--- src/hw/rtl/gcr62_pkg.sv ---
package gcr62_pkg;

   localparam int unsigned AuxCount = 86;
   localparam int unsigned DataEnd  = 342;
   localparam int unsigned IdlePos  = 343;

   localparam logic [8:0] AuxCountPos = 9'(AuxCount);
   localparam logic [8:0] DataEndPos  = 9'(DataEnd);
   localparam logic [8:0] IdlePosPos  = 9'(IdlePos);
   localparam logic [7:0] GroupOneLo  = 8'(AuxCount);
   localparam logic [7:0] GroupTwoLo  = 8'(2 * AuxCount);

   localparam int unsigned AuxAddrWidth = $clog2(AuxCount);

   typedef logic [AuxAddrWidth-1:0] aux_addr_type;

   typedef enum logic [1:0] {
      GROUP_LOW  = 2'd0,
      GROUP_MID  = 2'd1,
      GROUP_HIGH = 2'd2,
      GROUP_NONE = 2'd3
   } group_type;

   typedef struct packed {
      logic [5:0] six;
      group_type  group;
      logic [7:0] index;
   } item_type;

   localparam logic [7:0] GcrCodes [64] = '{
      8'h96, 8'h97, 8'h9A, 8'h9B, 8'h9D, 8'h9E, 8'h9F, 8'hA6,
      8'hA7, 8'hAB, 8'hAC, 8'hAD, 8'hAE, 8'hAF, 8'hB2, 8'hB3,
      8'hB4, 8'hB5, 8'hB6, 8'hB7, 8'hB9, 8'hBA, 8'hBB, 8'hBC,
      8'hBD, 8'hBE, 8'hBF, 8'hCB, 8'hCD, 8'hCE, 8'hCF, 8'hD3,
      8'hD6, 8'hD7, 8'hD9, 8'hDA, 8'hDB, 8'hDC, 8'hDD, 8'hDE,
      8'hDF, 8'hE5, 8'hE6, 8'hE7, 8'hE9, 8'hEA, 8'hEB, 8'hEC,
      8'hED, 8'hEE, 8'hEF, 8'hF2, 8'hF3, 8'hF4, 8'hF5, 8'hF6,
      8'hF7, 8'hF9, 8'hFA, 8'hFB, 8'hFC, 8'hFD, 8'hFE, 8'hFF
   };

   // Codes missing from the table decode to zero.
   function automatic logic [5:0] code_to_six(input logic [6:0] code);
      logic [5:0] value;
      value = 6'd0;
      for (int i = 0; i < 64; i++) begin
         if (GcrCodes[i][6:0] == code) begin
            value = 6'(i);
         end
      end
      return value;
   endfunction

endpackage

--- src/hw/rtl/gcr62_aux_ram.sv ---
module gcr62_aux_ram (
   input  logic                   clock,
   input  logic                   wr_en,
   input  gcr62_pkg::aux_addr_type wr_addr,
   input  logic [5:0]             wr_data,
   input  logic                   rd_en,
   input  gcr62_pkg::aux_addr_type rd_addr,
   output logic [5:0]             rd_data
);
   import gcr62_pkg::*;

   logic [5:0] mem [AuxCount];
   logic [5:0] rd_data_ff;

   always_ff @(posedge clock) begin
      if (wr_en) begin
         mem[wr_addr] <= wr_data;
      end
   end

   always_ff @(posedge clock) begin
      if (rd_en) begin
         rd_data_ff <= mem[rd_addr];
      end
   end

   assign rd_data = rd_data_ff;

endmodule

--- src/hw/rtl/gcr62_emit.sv ---
module gcr62_emit (
   input  logic                clock,
   input  logic                reset,
   input  logic                load,
   input  logic                item_valid,
   input  gcr62_pkg::item_type item,
   input  logic [5:0]          aux_data,
   output logic                take_ready,
   output logic                rsp_tvalid,
   input  logic                rsp_tready,
   output logic [15:0]         rsp_tdata,   // data_byte [7:0], byte_index [15:8]
   output logic                rsp_tlast    // last_byte
);
   import gcr62_pkg::*;

   logic       s1_valid_ff;
   logic       s1_valid_in;
   item_type   s1_item_ff;
   logic       out_valid_ff;
   logic       out_valid_in;
   logic [7:0] out_byte_ff;
   logic [7:0] out_byte_in;
   logic [7:0] out_index_ff;
   logic       out_last_ff;
   logic       out_ready;
   logic       s1_move;
   logic [1:0] low_pair;

   assign out_ready  = !out_valid_ff || rsp_tready;
   assign s1_move    = s1_valid_ff && out_ready;
   assign take_ready = !s1_valid_ff || out_ready;

   always_comb begin
      unique case (s1_item_ff.group)
         GROUP_LOW:  low_pair = {aux_data[0], aux_data[1]};
         GROUP_MID:  low_pair = {aux_data[2], aux_data[3]};
         GROUP_HIGH: low_pair = {aux_data[4], aux_data[5]};
         default:    low_pair = 2'b00;
      endcase
      out_byte_in = {s1_item_ff.six, low_pair};
   end

   always_comb begin
      if (load) begin
         s1_valid_in = item_valid;
      end else if (s1_move) begin
         s1_valid_in = 1'b0;
      end else begin
         s1_valid_in = s1_valid_ff;
      end
      if (s1_move) begin
         out_valid_in = 1'b1;
      end else if (rsp_tready) begin
         out_valid_in = 1'b0;
      end else begin
         out_valid_in = out_valid_ff;
      end
   end

   always_ff @(posedge clock) begin
      if (reset) begin
         s1_valid_ff  <= 1'b0;
         out_valid_ff <= 1'b0;
      end else begin
         s1_valid_ff  <= s1_valid_in;
         out_valid_ff <= out_valid_in;
      end
   end

   always_ff @(posedge clock) begin
      if (load) begin
         s1_item_ff <= item;
      end
      if (s1_move) begin
         out_byte_ff  <= out_byte_in;
         out_index_ff <= s1_item_ff.index;
         out_last_ff  <= (s1_item_ff.index == 8'hFF);
      end
   end

   assign rsp_tvalid = out_valid_ff;
   assign rsp_tdata  = {out_index_ff, out_byte_ff};
   assign rsp_tlast  = out_last_ff;

   a_move_fills_output: assert property (@(posedge clock) disable iff (reset)
      s1_move |=> out_valid_ff)
      else $error("Staged byte was not placed in the output register.");

   a_no_load_while_blocked: assert property (@(posedge clock) disable iff (reset)
      load |-> take_ready)
      else $error("Stage loaded while it could not move on.");

   a_staged_group_valid: assert property (@(posedge clock) disable iff (reset)
      s1_valid_ff |-> (s1_item_ff.group != GROUP_NONE))
      else $error("Staged byte carries no bit pair group.");

endmodule

--- src/hw/rtl/gcr_six_and_two_sector_decoder_unit.sv ---
// Six-and-two GCR sector decoder.
// The req channel carries the disk bytes of a sector data field, one per transaction:
// tdata holds the disk byte (bit 7 is ignored) and tuser is high on the first of the
// 343 bytes of a sector. The first 86 bytes fill the auxiliary store and give no
// result, the next 256 each give one sector byte on the rsp channel, with its index
// in the upper half of tdata and tlast high on byte 255, and the checksum byte and any
// bytes after it up to the next sector start are consumed without a result.
// Throughput is one disk byte per clock cycle while the receiver does not stall: each
// byte needs one table lookup, one XOR with the chain register and at most one access
// to the auxiliary memory. A result moves from the stage register to the output
// register. When the receiver stalls, the output register and the stage before it
// keep their bytes and req_tready falls only once both are full.
// After reset the position and chain are cleared, so the first byte counts as a
// sector start; the auxiliary memory is not cleared, as every entry is written in a
// sector before it is read.
module gcr_six_and_two_sector_decoder_unit (
   input  logic        clock,
   input  logic        reset,
   input  logic        req_tvalid,
   output logic        req_tready,
   input  logic [7:0]  req_tdata,   // disk_code [7:0]
   input  logic [0:0]  req_tuser,   // first_of_sector [0]
   output logic        rsp_tvalid,
   input  logic        rsp_tready,
   output logic [15:0] rsp_tdata,   // data_byte [7:0], byte_index [15:8]
   output logic        rsp_tlast    // last_byte
);
   import gcr62_pkg::*;

   logic [8:0]   pos_ff;
   logic [8:0]   pos_in;
   logic [5:0]   chain_ff;
   logic [5:0]   chain_in;
   logic         req_fire;
   logic         take_ready;
   logic [8:0]   pos_now;
   logic [5:0]   chain_now;
   logic         active;
   logic         aux_phase;
   logic [5:0]   six;
   logic [8:0]   k_full;
   logic [7:0]   k;
   group_type    group;
   logic [7:0]   aux_off;
   aux_addr_type rd_addr;
   logic         wr_en;
   logic         rd_en;
   logic [5:0]   aux_data;
   item_type     item;

   assign req_tready = take_ready;
   assign req_fire   = req_tvalid && take_ready;

   always_comb begin
      pos_now   = req_tuser[0] ? 9'd0 : pos_ff;
      chain_now = req_tuser[0] ? 6'd0 : chain_ff;
      active    = (pos_now < DataEndPos);
      aux_phase = (pos_now < AuxCountPos);
      six       = code_to_six(req_tdata[6:0]) ^ chain_now;
      k_full    = pos_now - AuxCountPos;
      k         = k_full[7:0];
      if (k < GroupOneLo) begin
         group   = GROUP_LOW;
         aux_off = k;
      end else if (k < GroupTwoLo) begin
         group   = GROUP_MID;
         aux_off = k - GroupOneLo;
      end else begin
         group   = GROUP_HIGH;
         aux_off = k - GroupTwoLo;
      end
      rd_addr = aux_off[AuxAddrWidth-1:0];
      wr_en   = req_fire && active && aux_phase;
      rd_en   = req_fire && active && !aux_phase;
      item    = '{six: six, group: group, index: k};
   end

   always_comb begin
      pos_in   = pos_ff;
      chain_in = chain_ff;
      if (req_fire) begin
         if (active) begin
            pos_in   = pos_now + 9'd1;
            chain_in = six;
         end else begin
            pos_in   = IdlePosPos;
            chain_in = chain_now;
         end
      end
   end

   always_ff @(posedge clock) begin
      if (reset) begin
         pos_ff   <= 9'd0;
         chain_ff <= 6'd0;
      end else begin
         pos_ff   <= pos_in;
         chain_ff <= chain_in;
      end
   end

   gcr62_aux_ram u_aux_ram (
      .clock   (clock),
      .wr_en   (wr_en),
      .wr_addr (pos_now[AuxAddrWidth-1:0]),
      .wr_data (six),
      .rd_en   (rd_en),
      .rd_addr (rd_addr),
      .rd_data (aux_data)
   );

   gcr62_emit u_emit (
      .clock      (clock),
      .reset      (reset),
      .load       (req_fire),
      .item_valid (rd_en),
      .item       (item),
      .aux_data   (aux_data),
      .take_ready (take_ready),
      .rsp_tvalid (rsp_tvalid),
      .rsp_tready (rsp_tready),
      .rsp_tdata  (rsp_tdata),
      .rsp_tlast  (rsp_tlast)
   );

   a_position_in_range: assert property (@(posedge clock) disable iff (reset)
      pos_ff <= IdlePosPos)
      else $error("Sector position ran past the idle position.");

   a_single_port_access: assert property (@(posedge clock) disable iff (reset)
      !(wr_en && rd_en))
      else $error("Auxiliary memory written and read in the same cycle.");

   a_chain_held_when_idle: assert property (@(posedge clock) disable iff (reset)
      (req_fire && !active) |=> (chain_ff == $past(chain_now)))
      else $error("Chain value changed on a checksum or idle byte.");

endmodule
--- config.mk ---
export PLATFORM = sky130hd
export DESIGN_NAME = gcr_six_and_two_sector_decoder_unit
export DESIGN_NICKNAME = d
export VERILOG_FILES = /design/src/hw/rtl/gcr62_pkg.sv /design/src/hw/rtl/gcr62_aux_ram.sv /design/src/hw/rtl/gcr62_emit.sv /design/src/hw/rtl/gcr_six_and_two_sector_decoder_unit.sv
export SDC_FILE = /design/constraint.sdc
export NUM_CORES = 1
export LEC_CHECK = 0
export BUFFER_PORTS_ARGS = -buffer_cell sky130_fd_sc_hd__buf_2
export CAP_MARGIN = 10
export CELL_PAD_IN_SITES_DETAIL_PLACEMENT = 2
export CELL_PAD_IN_SITES_GLOBAL_PLACEMENT = 2
export CORE_ASPECT_RATIO = 1.1
export CORE_UTILIZATION = 45
export CTS_CLUSTER_SIZE = 20
export DETAILED_ROUTE_END_ITERATION = 12
export PLACE_DENSITY = 0.82
export SKIP_CTS_REPAIR_TIMING = 1
export SLEW_MARGIN = 30
export SYNTH_ARGS = -nofsm -noshare
export SYNTH_HDL_FRONTEND = slang
export SYNTH_SLANG_ARGS = --single-unit
--- constraint.sdc ---
create_clock -name clock -period 5.55 [get_ports clock]
set_input_delay 0.555 -clock clock [delete_from_list [all_inputs] [get_ports clock]]
set_output_delay 0.555 -clock clock [all_outputs]
set_load 0.05 [all_outputs]
==> results of run 1 <==
-- placed cells by master, fill, tap and decap left out, types with 6 or more instances in the layout --
cell and count:
clkbuf_1 14, a211o_1 10, edfxtp_1 555, a211oi_1 40, bufinv_16 6, buf_6 6
clkinv_1 11, nand2_1 159, o21a_1 8, a31o_2 7, buf_12 6, o22ai_1 23
nand2b_1 12, inv_1 11, dfxtp_1 17, and3_1 32, a22oi_1 16, mux2i_1 26
o21ai_0 46, ha_1 10, o221ai_1 20, nor3_1 23, o211ai_1 11, clkbuf_16 59
nor2_1 151, nand3_1 43, a21oi_1 43, buf_2 30, mux4_2 71, a31oi_1 19
a221oi_1 10, xnor2_2 7, nor2b_1 18, buf_4 49, a311oi_1 14, clkinv_2 11
-- path summary, 6_finish.rpt --
path	end	cells past startpoint	startpoint	slack [ns]
max	u_aux_ram.rd_data[2]	15	pos_ff[3]	0.1
min	u_emit.s1_valid_ff	3	req_tvalid	0.24
max reg2reg	u_aux_ram.rd_data[2]	15	pos_ff[3]	0.1
min reg2reg	u_emit.out_byte_ff[4]	0	u_emit.out_byte_in[4]	0.43
-- layer usage --
layer	track usage [%]	vias to the layer above	wire length (µm)
li1	-	6481	-
met1	37.6	8317	31100
met2	53.2	839	42200
met3	4.90	260	5590
met4	14.5	0	4280
met5	0	-	0
-- where the power goes --
part	internal [mW]	switching, mW
sequential	4.90	0.0171
clock	2.21	1.74
combinational	0.353	0.842
-- area by class of cell --
class | count | share of cell area, %
diodes | 1 | 0.00918
clock buffers | 73 | 5.61
clock inverters | 28 | 1.04
flip-flops and latches | 572 | 62.4
inverters | 16 | 0.248
well taps | 675 | 3.10
repair buffers | 92 | 2.69
multi-input cells | 930 | 24.9
-- critical path, delay by kind of cell (launching register included) --
kind / cells / cell delay [ns]
fa+ha+maj: 1 / 0.21
simple gates: 4 / 1.24
flops: 1 / 0.68
mux: 1 / 0.49
buf+inv: 3 / 0.46
compound gates: 6 / 2.10
-- flip-flops by register name, indices dropped and copies added (netlist names), 6 cells and up --
register and flops:
chain_ff 6, u_emit.out_byte_ff 8, u_aux_ram.rd_data 6, u_aux_ram.mem 516
u_emit.out_index_ff 8, u_emit.s1_item_ff 10, pos_ff 9, u_emit.out_byte_in 6
-- per-stage QoR --
step	cell area [µm²]	utilization (%)	cells	total power, mW	worst slack [ns]
after floorplan	24300	-	1623	5.67	0.447
after global placement	25300	47.9	2277	6.03	0.275
after detailed placement	25300	47.9	2277	6.13	-0.0549
after CTS	27100	51.3	2378	10.1	0.104
after global routing	27300	51.6	2386	10.3	0.0471
final	27300	51.6	2387	10.1	0.0983
-- cell families (layout without fill, tap and decap cells) --
| logic type | after synthesis | after routing | share of synthesized area, % |
|---|---|---|---|
| other | 0 | 1 | 0 |
| multiplexers | 102 | 102 | 8.03 |
| XOR/XNOR | 13 | 13 | 0.500 |
| AO/OA/AOI/OAI | 322 | 322 | 9.51 |
| buffers and inverters | 121 | 209 | 2.26 |
| AND/OR/NAND/NOR | 482 | 482 | 9.06 |
| flip-flops | 572 | 572 | 70.1 |
| adder cells (fa/ha/maj) | 11 | 11 | 0.557 |
==> impl_results.html, run 1 <==
<table>
<tr><th>Metric</th><th>Value</th></tr>
<tr><th colspan="2">Die</th></tr>
<tr><td>Initial Utilization</td><td>45.9%</td></tr>
<tr><td>IO Pins</td><td>32</td></tr>
<tr><td>Die Area</td><td>54900 µm²</td></tr>
<tr><td>Width of the die</td><td>223 µm</td></tr>
<tr><td>Number of rows in the core area</td><td>88</td></tr>
<tr><td>Floorplan core area</td><td>52900 µm²</td></tr>
<tr><td>Die outline height</td><td>246 µm</td></tr>
<tr><th colspan="2">Logic synthesis</th></tr>
<tr><td>Average instance area after synthesis</td><td>15.0 µm²</td></tr>
<tr><td>Seq/Total Area, Yosys</td><td>70.1%</td></tr>
<tr><td>Synth area leaders</td><td>edfxtp_1 69%, mux4_2 6.6%, nand2_1 2.5%</td></tr>
<tr><td>Cell with the most instances after synthesis</td><td>edfxtp_1</td></tr>
<tr><td>Total nets after synthesis</td><td>1646</td></tr>
<tr><td>Prevailing post-synth register cell</td><td>edfxtp_1</td></tr>
<tr><td>Post-synth cell types</td><td>90</td></tr>
<tr><td>Post-synthesis cell type with the largest combined area</td><td>edfxtp_1</td></tr>
<tr><td>Share of the synthesized area in the top cell type</td><td>68.7%</td></tr>
<tr><td>Netlist area before placement</td><td>24300 µm²</td></tr>
<tr><td>YS warnings</td><td>0</td></tr>
<tr><td>Top cell types by occurrence after synthesis</td><td>555 x edfxtp_1, 159 x nand2_1, 153 x nor2_1, 71 x mux4_2, 51 x clkbuf_1</td></tr>
<tr><td>Flip-flop and latch count after synthesis</td><td>572</td></tr>
<tr><td>Ys async rst share</td><td>0%</td></tr>
<tr><td>Synthesized instance count</td><td>1623</td></tr>
<tr><td>Number of enable flip-flop cells after synthesis</td><td>555</td></tr>
<tr><th colspan="2">Global route</th></tr>
<tr><td>Number of antenna violations at the first check in global routing</td><td>1</td></tr>
<tr><td>Vias in the first global route</td><td>17.1k</td></tr>
<tr><td>Pin count of the biggest net entering global routing</td><td>89</td></tr>
<tr><td>Global-route congestion overflow total</td><td>0</td></tr>
<tr><td>Total Routing Usage GR</td><td>30.7%</td></tr>
<tr><td>Wire length of the first global-routing pass</td><td>122000 µm</td></tr>
<tr><th colspan="2">Clock tree</th></tr>
<tr><td>CTS Root Buffer Type</td><td>clkbuf_16</td></tr>
<tr><td>Clock insertion delay at the later pin of the skew report</td><td>0.63 ns</td></tr>
<tr><td>Number of buffers on the longest clock path</td><td>3</td></tr>
<tr><td>TritonCTS clock tree</td><td>yes</td></tr>
<tr><td>Clock transition at the registers of the reported paths</td><td>0.07 ns</td></tr>
<tr><td>Num CTS Buffers</td><td>58</td></tr>
<tr><td>CTS sink count</td><td>572</td></tr>
<tr><td>H-tree depth reported by CTS</td><td>2</td></tr>
<tr><th colspan="2">STA</th></tr>
<tr><td>Slew Limit Fails</td><td>0</td></tr>
<tr><td>Clk_skew</td><td>0.0201 ns</td></tr>
<tr><td>Slew HR</td><td>31.5%</td></tr>
<tr><td>Unrepaired setup endpoints after global routing</td><td>no</td></tr>
<tr><td>Fin. Hold Viols</td><td>0</td></tr>
<tr><td>Actual slew at the worst max-slew pin</td><td>1.03 ns</td></tr>
<tr><td>Final setup violation count</td><td>0</td></tr>
<tr><td>Portion of the clock cycle consumed by the worst path in the final layout</td><td>98.2%</td></tr>
<tr><td>Shortest period the worst path allows</td><td>5.45 ns</td></tr>
<tr><td>Fmax</td><td>0.183 GHz</td></tr>
<tr><td>Total Negative Setup Slacks</td><td>0 ns</td></tr>
<tr><td>Hold_ws</td><td>0.245 ns</td></tr>
<tr><th colspan="2">Layout</th></tr>
<tr><td>Total Nets Final</td><td>1693</td></tr>
<tr><td>Multi-input gate area</td><td>6790 µm²</td></tr>
<tr><td>Layout overhead on the synthesized area</td><td>12.3%</td></tr>
<tr><td>Layout cells sized above 1</td><td>17.1%</td></tr>
<tr><td>Fillers</td><td>4823</td></tr>
<tr><td>Register Area</td><td>17000 µm²</td></tr>
<tr><th colspan="2">Detailed routing</th></tr>
<tr><td>Post-route ant nets</td><td>0</td></tr>
<tr><td>Average vias per placed instance</td><td>6.66</td></tr>
<tr><td>Iteration count of the initial detailed-routing pass</td><td>5</td></tr>
<tr><td>Total via count in the routed design</td><td>15.9k</td></tr>
<tr><td>Post-route DRC violation count</td><td>0</td></tr>
<tr><td>Violation count after the first detailed-route iteration</td><td>1617</td></tr>
<tr><td>WL/cell</td><td>34.8 µm</td></tr>
<tr><td>Total wirelength of the detailed-routed design</td><td>83200 µm</td></tr>
<tr><th colspan="2">Setup path</th></tr>
<tr><td>Critical Path Source Type</td><td>flip-flop</td></tr>
<tr><td>Crit Path Category</td><td>reg -&gt; reg</td></tr>
<tr><td>Arrival @ worst endpoint</td><td>5.83 ns</td></tr>
<tr><td>Cell breakdown of the critical path</td><td>nor2b_4, inv_1, ha_1, a21oi_1, mux2_2, o21ai_2, and3_4, nor2_4, inv_2, a221o_1, nand2_1, o22ai_1, a2111oi_0, buf_4, a211o_1</td></tr>
<tr><td>Critical path required time</td><td>5.93 ns</td></tr>
<tr><td>Endpoint kind of the worst setup timing path</td><td>flip-flop</td></tr>
<tr><td>Max FO, Critical Path</td><td>11</td></tr>
<tr><td>Highest-delay cell along the critical path</td><td>dfxtp_1</td></tr>
<tr><td>Longest individual stage delay on the worst path</td><td>0.68 ns</td></tr>
<tr><th colspan="2">Flow run</th></tr>
<tr><td>Max-cap violation count</td><td>0</td></tr>
<tr><th colspan="2">Placement</th></tr>
<tr><td>Weighted congestion at the end of routability-driven global placement</td><td>0.827</td></tr>
<tr><td>Count of buffers inserted at the top-level ports</td><td>30</td></tr>
<tr><td>HPWL reported at the end of detailed placement</td><td>49700 µm</td></tr>
<tr><th colspan="2">Pwr</th></tr>
<tr><td>Leakage dissipation</td><td>8.78 nW</td></tr>
<tr><td>Pwr/cell area</td><td>369 nW/µm²</td></tr>
<tr><td>Largest voltage drop on the vdd net</td><td>208 µV</td></tr>
<tr><th colspan="2">Worst hold path</th></tr>
<tr><td>Hold crit path type</td><td>in -&gt; reg</td></tr>
<tr><th colspan="2">Run status</th></tr>
<tr><td>Outcome</td><td>finished, final reports clean</td></tr>
</table>
Note: power is estimated with default switching activity, not from simulation.
==> inputs of run 2 (changes only) <==
--- a/config.mk
+++ b/config.mk
@@ -11,11 +11,11 @@
 export CELL_PAD_IN_SITES_GLOBAL_PLACEMENT = 2
 export CORE_ASPECT_RATIO = 1.1
 export CORE_UTILIZATION = 45
-export CTS_CLUSTER_SIZE = 20
 export DETAILED_ROUTE_END_ITERATION = 12
-export PLACE_DENSITY = 0.82
+export PLACE_DENSITY = 0.8
 export SKIP_CTS_REPAIR_TIMING = 1
 export SLEW_MARGIN = 30
 export SYNTH_ARGS = -nofsm -noshare
 export SYNTH_HDL_FRONTEND = slang
+export SYNTH_HIERARCHICAL = 1
 export SYNTH_SLANG_ARGS = --single-unit
==> constraint.sdc (replaced) <==
create_clock -name clock -period 5.55 [get_ports clock]
set_input_delay 0.2775 -clock clock [delete_from_list [all_inputs] [get_ports clock]]
set_output_delay 0.2775 -clock clock [all_outputs]
set_load 0.05 [all_outputs]
==> run 2 against run 1 <==
Effect of this change:
- clock power is 5.8% lower
- register-to-register slack better by 0.14 ns
- count of clock-buffer cells in the layout is the same
- global-route usage is 3.7 points lower
- sequential share of layout area grew 1.5 points
- routed wire length decreased by 13%
- die area fell by 1.1%
- final area decreased by 2.3%
- combinational power fell by 33%
==> impl_results.html, run 2 <==
<table>
<tr><th>Metric</th><th>Value</th></tr>
<tr><th colspan="2">Setup path</th></tr>
<tr><td>Critical path required time</td><td>5.90 ns (-0.03 ns)</td></tr>
<tr><td>Startpoint of the worst-slack reg-to-reg timing path</td><td>pos_ff[3]</td></tr>
<tr><td>Max FO, Critical Path</td><td>14 (+3)</td></tr>
<tr><td>Crit Path Category</td><td>reg -&gt; reg</td></tr>
<tr><td>Critical Path Source Type</td><td>flip-flop</td></tr>
<tr><td>Count of buffering cells on the critical path with inverters included</td><td>3 (unchanged)</td></tr>
<tr><td>Endpoint kind of the worst setup timing path</td><td>flip-flop</td></tr>
<tr><td>Cell breakdown of the critical path</td><td>nor2b_1, inv_1, ha_1, a21o_1, a21o_1, mux2i_4, inv_2, or3_1, a21boi_1, o31a_1, buf_4, nor2b_1, a31oi_1, o21ai_1, nand3_1</td></tr>
<tr><td>Critical register-to-register path endpoint</td><td>u_aux_ram/rd_data[0]</td></tr>
<tr><td>Highest-delay cell along the critical path</td><td>o31a_1</td></tr>
<tr><td>Cell family with the largest share of critical-path delay</td><td>compound AO/OA/AOI/OAI gates</td></tr>
<tr><td>Arrival @ worst endpoint</td><td>5.65 ns (-0.18 ns)</td></tr>
<tr><td>Slack of the worst reg-to-reg path</td><td>0.24 ns (+0.14 ns)</td></tr>
<tr><td>Reg2Reg Depth</td><td>15 (unchanged)</td></tr>
<tr><td>Longest individual stage delay on the worst path</td><td>0.58 ns (-0.10 ns)</td></tr>
<tr><th colspan="2">Global route</th></tr>
<tr><td>Wire length of the first global-routing pass</td><td>106000 µm (-13%)</td></tr>
<tr><td>Total Routing Usage GR</td><td>27.0% (-3.7 points)</td></tr>
<tr><td>Global-route congestion overflow total</td><td>0 (unchanged)</td></tr>
<tr><td>Number of antenna violations at the first check in global routing</td><td>1 (unchanged)</td></tr>
<tr><td>Pin count of the biggest net entering global routing</td><td>89 (unchanged)</td></tr>
<tr><td>Vias in the first global route</td><td>15.1k (-11%)</td></tr>
<tr><th colspan="2">STA</th></tr>
<tr><td>Portion of the clock cycle consumed by the worst path in the final layout</td><td>95.7% (-2.6 points)</td></tr>
<tr><td>Fin. Hold Viols</td><td>0 (unchanged)</td></tr>
<tr><td>Unrepaired setup endpoints after global routing</td><td>no</td></tr>
<tr><td>Actual slew at the worst max-slew pin</td><td>0.982 ns (-0.0451 ns)</td></tr>
<tr><td>Slew HR</td><td>34.0% (+2.5 points)</td></tr>
<tr><td>Fmax</td><td>0.188 GHz (+2.7%)</td></tr>
<tr><td>Shortest period the worst path allows</td><td>5.31 ns (-0.143 ns)</td></tr>
<tr><td>Clk_skew</td><td>0.0182 ns (-0.00190 ns)</td></tr>
<tr><td>Final setup violation count</td><td>0 (unchanged)</td></tr>
<tr><td>Slew Limit Fails</td><td>0 (unchanged)</td></tr>
<tr><td>Total Negative Setup Slacks</td><td>0 ns (unchanged)</td></tr>
<tr><td>Hold_ws</td><td>0.0570 ns (-0.188 ns)</td></tr>
<tr><th colspan="2">Detailed routing</th></tr>
<tr><td>Total wirelength of the detailed-routed design</td><td>72100 µm (-13%)</td></tr>
<tr><td>Violation count after the first detailed-route iteration</td><td>1194 (-26%)</td></tr>
<tr><td>Routed length on met2</td><td>38000 µm (-9.8%)</td></tr>
<tr><td>Uppermost layer routed</td><td>met5</td></tr>
<tr><td>Wire length on met3</td><td>3260 µm (-42%)</td></tr>
<tr><td>Post-route met1 wirelength</td><td>28000 µm (-10%)</td></tr>
<tr><td>Average vias per placed instance</td><td>6.32 (-5.1%)</td></tr>
<tr><td>Total via count in the routed design</td><td>13.7k (-14%)</td></tr>
<tr><td>Post-route DRC violation count</td><td>0 (unchanged)</td></tr>
<tr><td>WL/cell</td><td>33.3 µm (-4.3%)</td></tr>
<tr><td>Post-route ant nets</td><td>0 (unchanged)</td></tr>
<tr><td>Iteration count of the initial detailed-routing pass</td><td>5 (unchanged)</td></tr>
<tr><th colspan="2">Pwr</th></tr>
<tr><td>Leakage dissipation</td><td>8.43 nW (-4.0%)</td></tr>
<tr><td>Clock network power share</td><td>39.4% (about the same)</td></tr>
<tr><td>Cell internal power dissipation</td><td>7.17 mW (-4.0%)</td></tr>
<tr><td>Combinational Power Share</td><td>8.5% (-3.4 points)</td></tr>
<tr><td>Pwr/cell area</td><td>354 nW/µm² (-4.0%)</td></tr>
<tr><td>Largest voltage drop on the vdd net</td><td>249 µV (+20%)</td></tr>
<tr><td>Switching share of total power</td><td>24.0% (-1.8 points)</td></tr>
<tr><td>Total power draw</td><td>9.43 mW (-6.2%)</td></tr>
<tr><td>Sw Pwr</td><td>2.27 mW (-13%)</td></tr>
<tr><td>Fraction of power consumed by sequential logic</td><td>52.1% (+3.3 points)</td></tr>
<tr><th colspan="2">Die</th></tr>
<tr><td>Die Area</td><td>54300 µm² (-1.1%)</td></tr>
<tr><td>Initial Utilization</td><td>45.7% (-0.21 points)</td></tr>
<tr><td>Die outline height</td><td>244 µm (-0.54%)</td></tr>
<tr><td>Number of rows in the core area</td><td>88 (unchanged)</td></tr>
<tr><td>IO Pins</td><td>32 (unchanged)</td></tr>
<tr><td>Floorplan core area</td><td>52500 µm² (-0.62%)</td></tr>
<tr><td>Width of the die</td><td>222 µm (-0.54%)</td></tr>
<tr><th colspan="2">Clock tree</th></tr>
<tr><td>Clock transition at the registers of the reported paths</td><td>0.07 ns (about the same)</td></tr>
<tr><td>CTS sink count</td><td>572 (unchanged)</td></tr>
<tr><td>TritonCTS clock tree</td><td>yes</td></tr>
<tr><td>Number of buffers on the longest clock path</td><td>3 (unchanged)</td></tr>
<tr><td>Num CTS Buffers</td><td>57 (-1.7%)</td></tr>
<tr><td>Clock insertion delay at the later pin of the skew report</td><td>0.62 ns (about the same)</td></tr>
<tr><td>H-tree depth reported by CTS</td><td>2 (unchanged)</td></tr>
<tr><td>CTS Root Buffer Type</td><td>clkbuf_16</td></tr>
<tr><th colspan="2">Layout</th></tr>
<tr><td>Layout overhead on the synthesized area</td><td>11.0%</td></tr>
<tr><td>Layout Cell Area excl Fill</td><td>26600 µm² (-2.3%)</td></tr>
<tr><td>Register with the most flip-flops</td><td>u_aux_ram/mem</td></tr>
<tr><td>Multi-input gate area</td><td>6540 µm² (-3.7%)</td></tr>
<tr><td>Fillers</td><td>4597 (-4.7%)</td></tr>
<tr><td>Most frequent cells in the layout</td><td>555 x edfxtp_1, 137 x nor2_1, 120 x mux4_2</td></tr>
<tr><td>Most common cell after layout, fill and taps aside</td><td>edfxtp_1</td></tr>
<tr><td>Layout cells sized above 1</td><td>20.0% (+2.8 points)</td></tr>
<tr><td>Register Area</td><td>17000 µm² (unchanged)</td></tr>
<tr><td>Inserted Diodes</td><td>0 (-1)</td></tr>
<tr><td>Number of flip-flops in the largest register</td><td>516 (unchanged)</td></tr>
<tr><td>Non-Filler Instances</td><td>2162 (-9.4%)</td></tr>
<tr><td>Total Nets Final</td><td>1460 (-14%)</td></tr>
<tr><td>Registers with the most flip-flops</td><td>u_aux_ram/mem: 516 flops, u_emit/s1_item_ff: 10 flops, pos_ff: 9 flops</td></tr>
<tr><th colspan="2">Placement</th></tr>
<tr><td>Weighted congestion at the end of routability-driven global placement</td><td>0.798 (-3.6%)</td></tr>
<tr><td>Dpl cells</td><td>2055 (-9.7%)</td></tr>
<tr><td>HPWL reported at the end of detailed placement</td><td>44300 µm (-11%)</td></tr>
<tr><td>Count of buffers inserted at the top-level ports</td><td>30 (unchanged)</td></tr>
<tr><td>Placed standard-cell area</td><td>24800 µm² (-1.8%)</td></tr>
<tr><th colspan="2">Logic synthesis</th></tr>
<tr><td>Seq/Total Area, Yosys</td><td>70.8% (+0.77 points)</td></tr>
<tr><td>Total nets after synthesis</td><td>1422 (-14%)</td></tr>
<tr><td>Top cell types by occurrence after synthesis</td><td>555 x edfxtp_1, 137 x nor2_1, 120 x mux4_2, 44 x nand2_1, 39 x a21oi_1</td></tr>
<tr><td>Share of the synthesized area in the top cell type</td><td>69.4% (+0.75 points)</td></tr>
<tr><td>Prevailing post-synth register cell</td><td>edfxtp_1</td></tr>
<tr><td>Netlist area before placement</td><td>24000 µm² (-1.1%)</td></tr>
<tr><td>Post-synth cell types</td><td>76 (-16%)</td></tr>
<tr><td>Synthesized instance count</td><td>1402 (-14%)</td></tr>
<tr><td>YS warnings</td><td>6 (+6)</td></tr>
<tr><td>Number of enable flip-flop cells after synthesis</td><td>555 (unchanged)</td></tr>
<tr><td>Average instance area after synthesis</td><td>17.1 µm² (+15%)</td></tr>
<tr><td>Cell with the most instances after synthesis</td><td>edfxtp_1</td></tr>
<tr><td>Ys async rst share</td><td>0% (unchanged)</td></tr>
<tr><td>Post-synthesis cell type with the largest combined area</td><td>edfxtp_1</td></tr>
<tr><td>Flip-flop and latch count after synthesis</td><td>572 (unchanged)</td></tr>
<tr><td>Synth area leaders</td><td>edfxtp_1 69%, mux4_2 11%, nor2_1 2.1%</td></tr>
<tr><th colspan="2">Flow run</th></tr>
<tr><td>Max-cap violation count</td><td>0 (unchanged)</td></tr>
<tr><th colspan="2">Worst hold path</th></tr>
<tr><td>Depth of the worst hold-timing path</td><td>3 (unchanged)</td></tr>
<tr><td>Hold crit path type</td><td>in -&gt; reg</td></tr>
<tr><td>Endpoint of the worst hold path</td><td>u_emit/s1_valid_ff</td></tr>
<tr><td>Origin of the worst min-delay path</td><td>rsp_tready</td></tr>
<tr><th colspan="2">Run status</th></tr>
<tr><td>Outcome</td><td>finished, final reports clean</td></tr>
</table>
==> run 2: cell families (layout without fill, tap and decap cells) <==
kind of cell,Yosys count,count (layout),share of synthesized area (%)
adder cells (fa/ha/maj),8,8,0.407
XOR/XNOR,19,19,0.693
buffers and inverters,100,185,2.33
multiplexers,152,152,12.7
flip-flops,572,572,70.8
AO/OA/AOI/OAI,212,212,6.18
AND/OR/NAND/NOR,339,339,6.83
==> run 2: per-stage QoR <==
step / worst slack, ns / util [%]
global placement: 0.535 / 47.3
global route: 0.124 / 50.7
CTS: 0.194 / 50.6
detailed placement: 0.120 / 47.3
finish: 0.241 / 50.7
floorplan: 0.840 / -
==> run 2: worst max-delay path by stage <==
stage	slack, ns	depth (start not counted)	to	startpoint
final	0.24	15	u_aux_ram/rd_data[0]	pos_ff[3]
after CTS	0.19	14	u_aux_ram/rd_data[1]	pos_ff[3]
after detailed placement	0.12	17	u_aux_ram/rd_data[1]	req_tuser
after global routing	0.12	15	u_aux_ram/rd_data[0]	pos_ff[3]
after floorplan	0.84	7	u_aux_ram/mem[0][0]	req_tdata[2]
after global placement	0.53	17	u_aux_ram/rd_data[1]	req_tuser
==> run 2: power groups by stage <==
stage | Combinational [mW] | Sequential (mW) | Clock, mW
2_1_floorplan | 0.485 | 5.02 | 0
3_3_place_gp | 0.714 | 5.00 | 0
3_5_place_dp | 0.792 | 5.01 | 0
4_1_cts | 0.804 | 4.92 | 3.79
5_1_grt | 0.853 | 4.92 | 3.91
6_report | 0.803 | 4.91 | 3.72
==> run 2: worst reg2reg max path, cell delays in order (launching register included) <==
cell and delay (ns):
dfxtp_1 0.52, nor2b_1 0.42, inv_1 0.09, ha_1 0.20, a21o_1 0.23, a21o_1 0.23
mux2i_4 0.46, inv_2 0.17, or3_1 0.43, a21boi_1 0.18, o31a_1 0.59, buf_4 0.34
nor2b_1 0.51, a31oi_1 0.25, o21ai_1 0.30, nand3_1 0.13
==> run 2: cell type report <==
cell class,count,share of cell area (%)
inverter,22,0.324
timing repair buffer,57,1.58
tap,675,3.17
multi-input combinational,730,24.6
clock buffer,73,5.74
clock inverter,33,0.780
sequential,572,63.8
==> run 2: layer usage <==
layer / vias to the layer above / track usage (%)
met5: - / 0
met4: 2 / 10.8
met3: 166 / 4.60
met2: 410 / 47.7
met1: 7366 / 32.9
li1: 5716 / -
